[config.mk]
export PLATFORM = sky130hd
export DESIGN_NAME = remote_drive_command_decoder_core
export DESIGN_NICKNAME = d
export VERILOG_FILES = /design/src/sv/rdcd_pkg.sv /design/src/sv/remote_drive_command_decoder_core.sv
export SDC_FILE = /design/constraint.sdc
export NUM_CORES = 1
export LEC_CHECK = 0
export ABC_AREA = 1
export BUFFER_PORTS_ARGS = -buffer_cell sky130_fd_sc_hd__buf_2
export CORE_ASPECT_RATIO = 0.6
export CORE_UTILIZATION = 63
export DETAILED_ROUTE_END_ITERATION = 12
export PLACE_DENSITY = 0.9
export SKIP_LAST_GASP = 1
export SLEW_MARGIN = 40
export SYNTH_ARGS = -nofsm -noshare
export SYNTH_HDL_FRONTEND = slang
export SYNTH_SLANG_ARGS = --single-unit
[constraint.sdc]
create_clock -name clk_i -period 10.5 [get_ports clk_i]
set_input_delay 1.05 -clock clk_i [delete_from_list [all_inputs] [get_ports clk_i]]
set_output_delay 1.05 -clock clk_i [all_outputs]
set_load 0.01 [all_outputs]
[src/sv/rdcd_pkg.sv]
// ----------------------------------------------------------------------------
// rdcd_pkg
// shared types and constants of the remote drive command decoder
// ----------------------------------------------------------------------------
package rdcd_pkg;

  localparam int unsigned ENTRY_SLOTS_DEF = 5;

  localparam int unsigned CFG_IDX_W = 2;
  localparam int unsigned CFG_DAT_W = 4;

  localparam logic [CFG_IDX_W-1:0] REG_LEFT_TRIM  = CFG_IDX_W'(0);
  localparam logic [CFG_IDX_W-1:0] REG_TURN_BOOST = CFG_IDX_W'(1);

  localparam logic [CFG_DAT_W-1:0] LEFT_TRIM_RST  = CFG_DAT_W'(2);
  localparam logic [CFG_DAT_W-1:0] TURN_BOOST_RST = CFG_DAT_W'(7);

  localparam logic [6:0] SPEED_MAX = 7'd127;
  localparam logic [6:0] SPEED_RST = 7'd51;

  localparam logic [7:0] CH_REMOTE = 8'h41;  // A
  localparam logic [7:0] CH_AUTO   = 8'h42;  // B
  localparam logic [7:0] CH_FWD    = 8'h46;  // F
  localparam logic [7:0] CH_BACK   = 8'h54;  // T
  localparam logic [7:0] CH_RIGHT  = 8'h44;  // D
  localparam logic [7:0] CH_LEFT   = 8'h45;  // E
  localparam logic [7:0] CH_FWD_R  = 8'h43;  // C
  localparam logic [7:0] CH_FWD_L  = 8'h47;  // G
  localparam logic [7:0] CH_BACK_R = 8'h48;  // H
  localparam logic [7:0] CH_BACK_L = 8'h49;  // I
  localparam logic [7:0] CH_STOP   = 8'h53;  // S
  localparam logic [7:0] CH_ENTRY  = 8'h57;  // W
  localparam logic [7:0] CH_APPLY  = 8'h59;  // Y
  localparam logic [7:0] CH_ZERO   = 8'h30;
  localparam logic [7:0] CH_NINE   = 8'h39;

  typedef enum logic [3:0] {
    DIR_STOP   = 4'd0,
    DIR_FWD    = 4'd1,
    DIR_BACK   = 4'd2,
    DIR_RIGHT  = 4'd3,
    DIR_LEFT   = 4'd4,
    DIR_FWD_R  = 4'd5,
    DIR_FWD_L  = 4'd6,
    DIR_BACK_R = 4'd7,
    DIR_BACK_L = 4'd8
  } dir_e;

endpackage

[src/sv/remote_drive_command_decoder_core.sv]
// ----------------------------------------------------------------------------
// remote_drive_command_decoder_core
// decodes remote link bytes into drive mode, direction, speed and motor pins
// ----------------------------------------------------------------------------
// an accepted byte's result item appears in the next cycle
// throughput: one item per cycle while out_ready_i is high, set by the
// single result register stage; it frees itself in the same cycle it is taken
// reset: automatic mode, stop, speed 51, no open speed entry, trim 2, boost 7
// ----------------------------------------------------------------------------
module remote_drive_command_decoder_core
  import rdcd_pkg::*;
#(
  parameter int unsigned ENTRY_SLOTS = ENTRY_SLOTS_DEF
) (
  input  logic                 clk_i,
  input  logic                 rst_ni,

  input  logic                 cfg_valid_i,
  output logic                 cfg_ready_o,
  input  logic [CFG_IDX_W-1:0] cfg_index_i,
  input  logic [CFG_DAT_W-1:0] cfg_data_i,

  input  logic                 in_valid_i,
  output logic                 in_ready_o,
  input  logic [7:0]           rx_byte_i,

  output logic                 out_valid_o,
  input  logic                 out_ready_i,
  output logic                 remote_mode_o,
  output logic [3:0]           direction_o,
  output logic [6:0]           speed_o,
  output logic [7:0]           duty_a_o,
  output logic [7:0]           duty_b_o,
  output logic                 in1_o,
  output logic                 in2_o,
  output logic                 in3_o,
  output logic                 in4_o,
  output logic                 speed_error_o
);

  localparam int unsigned CNT_W = $clog2(ENTRY_SLOTS + 1);
  localparam logic [CNT_W-1:0] SLOTS = CNT_W'(ENTRY_SLOTS);

  logic [CFG_DAT_W-1:0] trim_q, boost_q;

  logic             mode_q, mode_d;
  dir_e             dir_q, dir_d;
  logic [6:0]       speed_q, speed_d;
  logic             open_q, open_d;
  logic [CNT_W-1:0] cnt_q, cnt_d;
  logic [7:0]       val_q, val_d;
  logic             ended_q, ended_d;
  logic             in3_q, in3_d;

  logic             out_valid_q;
  logic             rm_q, p1_q, p2_q, p3_q, p4_q, err_q;
  logic [3:0]       dir_out_q;
  logic [6:0]       spd_out_q;
  logic [7:0]       da_q, db_q;

  logic       in_fire;
  logic       is_digit;
  logic       err_d;
  logic       p1, p2, p3, p4;
  logic [7:0] da, db, v8, trim8, boost8;

  assign cfg_ready_o = 1'b1;
  assign in_ready_o  = !out_valid_q || out_ready_i;
  assign in_fire     = in_valid_i && in_ready_o;
  assign is_digit    = (rx_byte_i >= CH_ZERO) && (rx_byte_i <= CH_NINE);

  // next state of the command decoder
  always_comb begin
    mode_d  = mode_q;
    dir_d   = dir_q;
    speed_d = speed_q;
    open_d  = open_q;
    cnt_d   = cnt_q;
    val_d   = val_q;
    ended_d = ended_q;
    err_d   = 1'b0;

    if (rx_byte_i == CH_REMOTE) begin
      mode_d = 1'b1;
    end else if (rx_byte_i == CH_AUTO) begin
      mode_d = 1'b0;
    end

    if (mode_d) begin
      unique case (rx_byte_i)
        CH_FWD:    dir_d = DIR_FWD;
        CH_BACK:   dir_d = DIR_BACK;
        CH_RIGHT:  dir_d = DIR_RIGHT;
        CH_LEFT:   dir_d = DIR_LEFT;
        CH_FWD_R:  dir_d = DIR_FWD_R;
        CH_FWD_L:  dir_d = DIR_FWD_L;
        CH_BACK_R: dir_d = DIR_BACK_R;
        CH_BACK_L: dir_d = DIR_BACK_L;
        CH_STOP:   dir_d = DIR_STOP;
        default:   dir_d = dir_q;
      endcase
    end

    if (rx_byte_i == CH_ENTRY) begin
      open_d  = 1'b1;
      cnt_d   = CNT_W'(1);
      val_d   = 8'd0;
      ended_d = 1'b0;
    end else if (rx_byte_i == CH_APPLY) begin
      open_d = 1'b0;
      if (val_q == 8'd0) begin
        err_d   = 1'b1;
        speed_d = SPEED_MAX;
      end else if (val_q[7]) begin
        speed_d = SPEED_MAX;
      end else begin
        speed_d = val_q[6:0];
      end
    end else if (open_q && (cnt_q < SLOTS)) begin
      cnt_d = cnt_q + CNT_W'(1);
      if (!ended_q) begin
        if (is_digit) begin
          val_d = {val_q[4:0], 3'b000} + {val_q[6:0], 1'b0} + (rx_byte_i - CH_ZERO);
        end else begin
          ended_d = 1'b1;
        end
      end
    end
  end

  // pin levels and duties after this item
  assign v8     = {1'b0, speed_d};
  assign trim8  = 8'(trim_q);
  assign boost8 = 8'(boost_q);

  always_comb begin
    p1 = 1'b0;
    p2 = 1'b0;
    p3 = 1'b0;
    p4 = 1'b0;
    da = 8'd0;
    db = 8'd0;
    in3_d = in3_q;
    if (mode_d) begin
      unique case (dir_d)
        DIR_FWD: begin
          p2 = 1'b1; p4 = 1'b1; da = v8; db = v8;
        end
        DIR_BACK: begin
          p1 = 1'b1; p3 = 1'b1; da = v8; db = v8;
        end
        DIR_RIGHT: begin
          p2 = 1'b1; p3 = 1'b1; da = v8 + trim8; db = v8;
        end
        DIR_LEFT: begin
          p1 = 1'b1; p4 = 1'b1; da = v8 + trim8; db = v8;
        end
        DIR_FWD_R: begin
          p2 = 1'b1; p4 = 1'b1; da = v8 + boost8; db = v8;
        end
        DIR_FWD_L: begin
          p2 = 1'b1; p4 = 1'b1; da = v8; db = v8 + boost8;
        end
        DIR_BACK_R: begin
          p1 = 1'b1; p3 = 1'b1; da = v8 + boost8 + trim8; db = v8;
        end
        DIR_BACK_L: begin
          p1 = 1'b1; p3 = 1'b1; da = v8; db = v8 + boost8;
        end
        default: begin
          p3 = in3_q;
        end
      endcase
      in3_d = p3;
    end
  end

  // configuration registers
  always_ff @(posedge clk_i or negedge rst_ni) begin
    if (!rst_ni) begin
      trim_q  <= LEFT_TRIM_RST;
      boost_q <= TURN_BOOST_RST;
    end else if (cfg_valid_i && cfg_ready_o) begin
      if (cfg_index_i == REG_LEFT_TRIM) begin
        trim_q <= cfg_data_i;
      end else if (cfg_index_i == REG_TURN_BOOST) begin
        boost_q <= cfg_data_i;
      end
    end
  end

  // decoder state and result valid
  always_ff @(posedge clk_i or negedge rst_ni) begin
    if (!rst_ni) begin
      mode_q      <= 1'b0;
      dir_q       <= DIR_STOP;
      speed_q     <= SPEED_RST;
      open_q      <= 1'b0;
      cnt_q       <= '0;
      val_q       <= 8'd0;
      ended_q     <= 1'b0;
      in3_q       <= 1'b0;
      out_valid_q <= 1'b0;
    end else begin
      if (in_fire) begin
        mode_q  <= mode_d;
        dir_q   <= dir_d;
        speed_q <= speed_d;
        open_q  <= open_d;
        cnt_q   <= cnt_d;
        val_q   <= val_d;
        ended_q <= ended_d;
        in3_q   <= in3_d;
      end
      if (in_fire) begin
        out_valid_q <= 1'b1;
      end else if (out_ready_i) begin
        out_valid_q <= 1'b0;
      end
    end
  end

  // result payload
  always_ff @(posedge clk_i) begin
    if (in_fire) begin
      rm_q      <= mode_d;
      dir_out_q <= dir_d;
      spd_out_q <= speed_d;
      da_q      <= da;
      db_q      <= db;
      p1_q      <= p1;
      p2_q      <= p2;
      p3_q      <= p3;
      p4_q      <= p4;
      err_q     <= err_d;
    end
  end

  assign out_valid_o   = out_valid_q;
  assign remote_mode_o = rm_q;
  assign direction_o   = dir_out_q;
  assign speed_o       = spd_out_q;
  assign duty_a_o      = da_q;
  assign duty_b_o      = db_q;
  assign in1_o         = p1_q;
  assign in2_o         = p2_q;
  assign in3_o         = p3_q;
  assign in4_o         = p4_q;
  assign speed_error_o = err_q;

  a_err_speed : assert property (@(posedge clk_i) disable iff (!rst_ni)
    out_valid_o && speed_error_o |-> speed_o == SPEED_MAX)
    else $error("speed error without saturated speed");

  a_auto_idle : assert property (@(posedge clk_i) disable iff (!rst_ni)
    out_valid_o && !remote_mode_o |->
      duty_a_o == 8'd0 && duty_b_o == 8'd0 && !in1_o && !in2_o && !in3_o && !in4_o)
    else $error("motor drive active in automatic mode");

  a_bridge_legal : assert property (@(posedge clk_i) disable iff (!rst_ni)
    out_valid_o |-> !(in1_o && in2_o) && !(in3_o && in4_o))
    else $error("h-bridge shoot-through");

  a_speed_nonzero : assert property (@(posedge clk_i) disable iff (!rst_ni)
    out_valid_o |-> speed_o != 7'd0)
    else $error("zero base speed");

  a_entry_bound : assert property (@(posedge clk_i) disable iff (!rst_ni)
    cnt_q <= SLOTS)
    else $error("entry count beyond slots");

endmodule
# Yosys cells after proc, flatten, opt, wreduce, memory -nomap -nowiden

Index checks and enable logic that the tools add are counted.

Input bits: 19
Word-level logic and storage cells: 115
Bits in registers: 68
Output and inout bits: 36

Multiplexer cells: 32
Bitwise operators: 2
Add/sub/neg operators: 7
Reductions and logical operators: 26
$lt $le $gt $ge: 3
Equal/unequal tests: 24

Operators with widths:

| operator                                                               | number |
|---|---|
| 8-bit by 7-bit == test with 1-bit output (second input constant)       | 13 |
| 8-bit two-way mux                                                      | 5 |
| 4-bit one-hot mux with 9 select lines                                  | 1 |
| 8-bit one-hot mux with 4 select lines                                  | 1 |
| 7-bit two-way mux                                                      | 4 |
| 4-bit OR reduction                                                     | 5 |
| 7-bit by 4-bit adder with 8-bit output                                 | 2 |
| 8-bit adder                                                            | 2 |
| 4-bit by 3-bit == test with 1-bit output (second input constant)       | 4 |
| 8-bit one-hot mux with 2 select lines                                  | 1 |
| 1-bit two-way mux                                                      | 15 |
| 3-bit two-way mux                                                      | 3 |
| 8-bit by 4-bit adder with 8-bit output                                 | 1 |
| 4-bit by 2-bit == test with 1-bit output (second input constant)       | 2 |
| 8-bit by 6-bit >= comparator with 1-bit output (second input constant) | 1 |
| 8-bit by 6-bit <= comparator with 1-bit output (second input constant) | 1 |
| 8-bit zero test                                                        | 1 |
| 2-bit nonzero test                                                     | 4 |
| 8-bit by 6-bit subtractor with 8-bit output (second input constant)    | 1 |
| 2-bit AND reduction                                                    | 3 |
| 3-bit AND reduction                                                    | 2 |
| 2-bit OR reduction                                                     | 3 |
| 6-bit OR reduction                                                     | 1 |
| 5-bit AND reduction                                                    | 1 |
| other kinds (14)                                                       | 17 |

# Logic depth before layout (Yosys ltp)

Depth in word-level cells: 7
Gate-level depth with buffers: 26
Mapped depth without buffers: 26

# Least setup slack after synthesis

OpenSTA, ideal clock, no wires.

Kind: input -> register
From: in rx_byte_i[2]
To: reg da_q[4] (netlist: duty_a_o[4]), data pin
Library setup time: 271 ps
Buffers on the path: 1
Data required time: 10,229 ps
Stages on the path: 19
Arrival: 3,745 ps
Setup slack: 6,484 ps
Path through: inv_1 -> nand4_1 -> nor2_2 -> buf_2 -> o21ai_1 -> ha_1 -> fa_1 -> inv_1 -> o21ai_0 -> inv_1 -> fa_1 -> nor2_1 -> o21ai_0 -> nand2_1 -> nand2_1 -> nand2_1 -> inv_1 -> o21ai_0 -> a21oi_1

Elaborated cells between the ends (all ways): 33
Those cells by class: add/sub: 3; eq/ne: 21; mux: 7; reduce/logical: 2

RTL lines:

| element                                  | line                                                                               | RTL |
|---|---|---|
| start, declared                          | remote_drive_command_decoder_core.sv:25                                            | `input logic [7:0] rx_byte_i,` |
| 8-bit by 7-bit == test with 1-bit output | remote_drive_command_decoder_core.sv:109                                           | `end else if (rx_byte_i == CH_APPLY) begin` |
| 7-bit two-way mux                        | remote_drive_command_decoder_core.sv:109                                           |  |
| 7-bit two-way mux *                      | remote_drive_command_decoder_core.sv:104                                           | `if (rx_byte_i == CH_ENTRY) begin` |
| named net speed_d[0]                     | remote_drive_command_decoder_core.sv:48                                            | `logic [6:0] speed_q, speed_d;` |
| 7-bit by 4-bit adder with 8-bit output   | remote_drive_command_decoder_core.sv:159, remote_drive_command_decoder_core.sv:165 |  |
| 8-bit by 4-bit adder with 8-bit output   | remote_drive_command_decoder_core.sv:165                                           | `p1 = 1'b1; p3 = 1'b1; da = v8 + boost8 + trim8; db = v8;` |
| 8-bit one-hot mux with 4 select lines *  | remote_drive_command_decoder_core.sv:145                                           | `unique case (dir_d)` |
| end signal, assigned                     | remote_drive_command_decoder_core.sv:229                                           | `da_q <= da;` |
| end, declared                            | remote_drive_command_decoder_core.sv:59                                            | `logic [7:0] da_q, db_q;` |

The timed path passes the listed nets; every way through them passes the cells marked *.
A chain may end at the register's enable or synchronous reset.

# Worst setup path in the final report

From: in rx_byte_i[7]
To: reg da_q[4] (netlist: duty_a_o[4]), data pin

The elaborated chain is that of the path after synthesis.

==> flow_summary_export.csv <==
group,metric,value,unit
yosys,netlist_instances,506,
power,power.density,166.2,mW/mm2
setup_path,worstSetupPathType,"in -> reg",
sta,hold_viol,0,
power,cellLeakagePower,2.307,nW
yosys,postSynthNetCount,553,
cts,cts.path.max_buffers,2,
sta,whs,0.4936,ns
setup_path,worstPathMaxFanout,15,
cells_and_area,utilization,0.7580,
cells_and_area,layout-drive-gt1-share,0.2109,
run_status,status,"finished clean",
worst_hold_path,worstHoldPathType,"reg -> reg",
setup_path,required,10.56,ns
grt,grt_pass1_vias,3535,
route,routed_wl,10.13,mm
cts,ctsResizeCount,0,
grt,grt-ovfl-total,0,
grt,grt_start_max_net_pins,40,
place,io_buffers,53,
place,hpwl,7.720,mm
power,ir_drop,0.08797,mV
yosys,synth-edff-count,33,
setup_path,crit_slowest_cell,"fa_1",
cells_and_area,syn_to_final_growth,12.42,%
setup_path,crit_arrival,4.54,ns
place,place_congestion,0.9460,
yosys,synth-seq-cells,68,
cts,clock_sinks,68,
cells_and_area,antenna_cells,0,
sta,max_slew_margin,0.4809,
sta,clock.fmax,223.3,MHz
yosys,synth-main-ff-cell,"edfxtp_1",
floorplanning,top_level_ports,55,
cells_and_area,multiInputGateArea,0.002068,mm2
sta,post-route-period-util,0.4264,
yosys,ys_seq_area_frac,0.4416,
grt,grt_pass1_wl,17.14,mm
sta,worstMarginPinSlew,0.7767,ns
route,drc_errors,0,
cells_and_area,instances_no_fill,653,
cells_and_area,fill_cells,458,
setup_path,cp_top_family,"adder cells",
sta,grt_setup_unrepaired,"false",
grt,grt_antenna_before_repair,0,
yosys,avgSynthCellArea,8.400,um2
place,placedCellCount,637,
cells_and_area,nNetsFinal,611,
route,drt_first_pass_iters,5,
sta,setup_viol,0,
cts,cts_tree,"built",
setup_path,path_buf_inv,4,
sta,min_period,4.478,ns
route,postRouteAntennaNets,0,
cts,clk_pin_slew,0.07,ns
sta,tns,0,ns
floorplanning,die-area,0.007090,mm2
yosys,synth_top_area_frac,0.2331,
cts,cts_buffers,9,
floorplanning,rows,22,
floorplanning,initial_core_util,0.6743,
setup_path,end_kind,"flip-flop",
route,vias_per_cell,5.695,
cts,ctsHoldBuffers,0,
yosys,synth_area,0.004250,mm2
yosys,ys_types,43,
sta,clock_skew,0.006667,ns
setup_path,cpPeakStageDelay,0.54,ns
yosys,yosysWarnings,0,
yosys,synth.area.top_cells,"edfxtp_1 (23%), dfrtp_1 (16%), nand2_1 (11%)",
route,dr.first_iter.drc_count,352,
floorplanning,fp.coreArea,0.006304,mm2
cts,cts_setup_buffers,0,
cts,clk_root_buffer_cell,"clkbuf_8",
floorplanning,die_h,65.63,um
cells_and_area,seq_area,0.001877,mm2
cts,h-tree-depth,3,
power,power.total,0.7943,mW
floorplanning,die_width,108.0,um
route,post_drt_wl_per_cell,15.51,um
job,maxCapViolations,0,
yosys,synth_top_area_cell,"edfxtp_1",
yosys,postSynth.asyncResetShare,0.5147,
grt,grt.total_usage,0.3242,
setup_path,startpoint_type,"input port",
route,num_vias,3719,
sta,slew_violations,0,
cts,clk_latency,0.35,ns
setup_path,crit_chain,"buf_2 -> nor2_4 -> nand3_1 -> nor2_2 -> o21ai_1 -> ha_1 -> fa_1 -> inv_1 -> o21ai_0 -> inv_1 -> fa_1 -> nor2_1 -> o21ai_0 -> nand2_1 -> nand2_1 -> nand2_1 -> inv_1 -> o21ai_0 -> a21oi_1",
==> state kept, by name, summed over array words and instances, names as in the netlist, 3 cells and up <==
name	cells
dir_q	4
duty_a_o	8
val_q	8
cnt_q	3
speed_o	7
duty_b_o	8
trim_q	4
speed_q	7
boost_q	4
direction_o	4
==> cells in the final DEF, fill, tap and decap left out, types with 3 or more instances in the layout <==
cell,n
nor3_1,3
fa_1,7
nand2_1,124
xor2_1,5
nand3b_1,3
inv_1,59
a21oi_2,3
nor2_2,3
nor2_1,52
buf_2,52
nand4_1,4
dfrtp_1,27
nand3_1,23
a21oi_1,22
clkbuf_8,11
a22oi_1,6
inv_2,10
or2_2,3
nand2_4,4
nor2_4,3
ha_1,21
o22ai_1,6
xnor2_1,6
o21ai_0,35
dfstp_2,8
nand2_2,9
edfxtp_1,33
==> worst min-delay path: stages, from the launching register on <==
cell,delay [ns]
dfrtp_1,0.35
nand2_1,0.05
o21ai_0,0.06
==> worst paths after layout <==
kind                         startpoint  cells past startpoint  slack [ns]          end
max                        rx_byte_i[7]                     19        6.02  duty_a_o[4]
min                            dir_q[1]                      2        0.49     dir_q[1]
max reg2reg                    val_q[2]                     21        6.51  duty_a_o[4]
min reg2reg                    dir_q[1]                      2        0.49     dir_q[1]
max in group asynchronous        rst_ni                      1        9.50   speed_q[4]
min in group asynchronous        rst_ni                      1        0.65    trim_q[2]
==> stage by stage <==
step / worst slack [ns] / area [um2]
after global routing: 5.789 / 4778
after CTS: 6.141 / 4776
after floorplan: 6.484 / 4250
after global placement: 6.003 / 4589
final: 6.022 / 4778
after detailed placement: 5.799 / 4589
==> cell type report <==
class,count,area share
clock buffer,11,0.03168
clock inverter,5,0.007332
inverter,71,0.05577
multi-input combinational,360,0.4328
sequential,68,0.3928
tap,84,0.02200
timing repair buffer,54,0.05761
==> report_power, final <==
part           switching [mW]  internal (mW)  total (mW)  leakage, nW
Sequential             0.0205          0.321       0.342        0.730
Clock                   0.102         0.0986       0.201       0.0919
Combinational           0.168         0.0837       0.252         1.49
Total                   0.291          0.504       0.794         2.31
==> layer usage <==
metal  vias up  global-route usage  wire length [um]
met4         0             0.08904               133
li1       1771                   -                 -
met2       202              0.4809              4378
met1      1728              0.4667              4722
met3        18             0.08929               896
met5         -                   0                 0
==> cells by family after synthesis <==
kind of cell               count (synthesis)  synth area share
and+or+nand+nor                          238            0.2540
DFF                                       68            0.4416
adders and majority gates                 28           0.09479
other                                      1         0.0008823
muxes                                      1          0.002649
xor gates and xnor gates                  11           0.02267
AOI/OAI and AO/OA                         81            0.1116
buffers and inverters                     78           0.07183
==> cells in the mapped netlist, types with 8 or more instances <==
cell type / number
a21oi_1: 22
dfrtp_1: 27
o21ai_0: 35
inv_1: 59
nand3_1: 23
nor2_1: 52
nand2_1: 124
nand2_2: 9
edfxtp_1: 33
ha_1: 21
dfstp_2: 8
inv_2: 10
No activity file was read; power rests on OpenSTA's default activity.
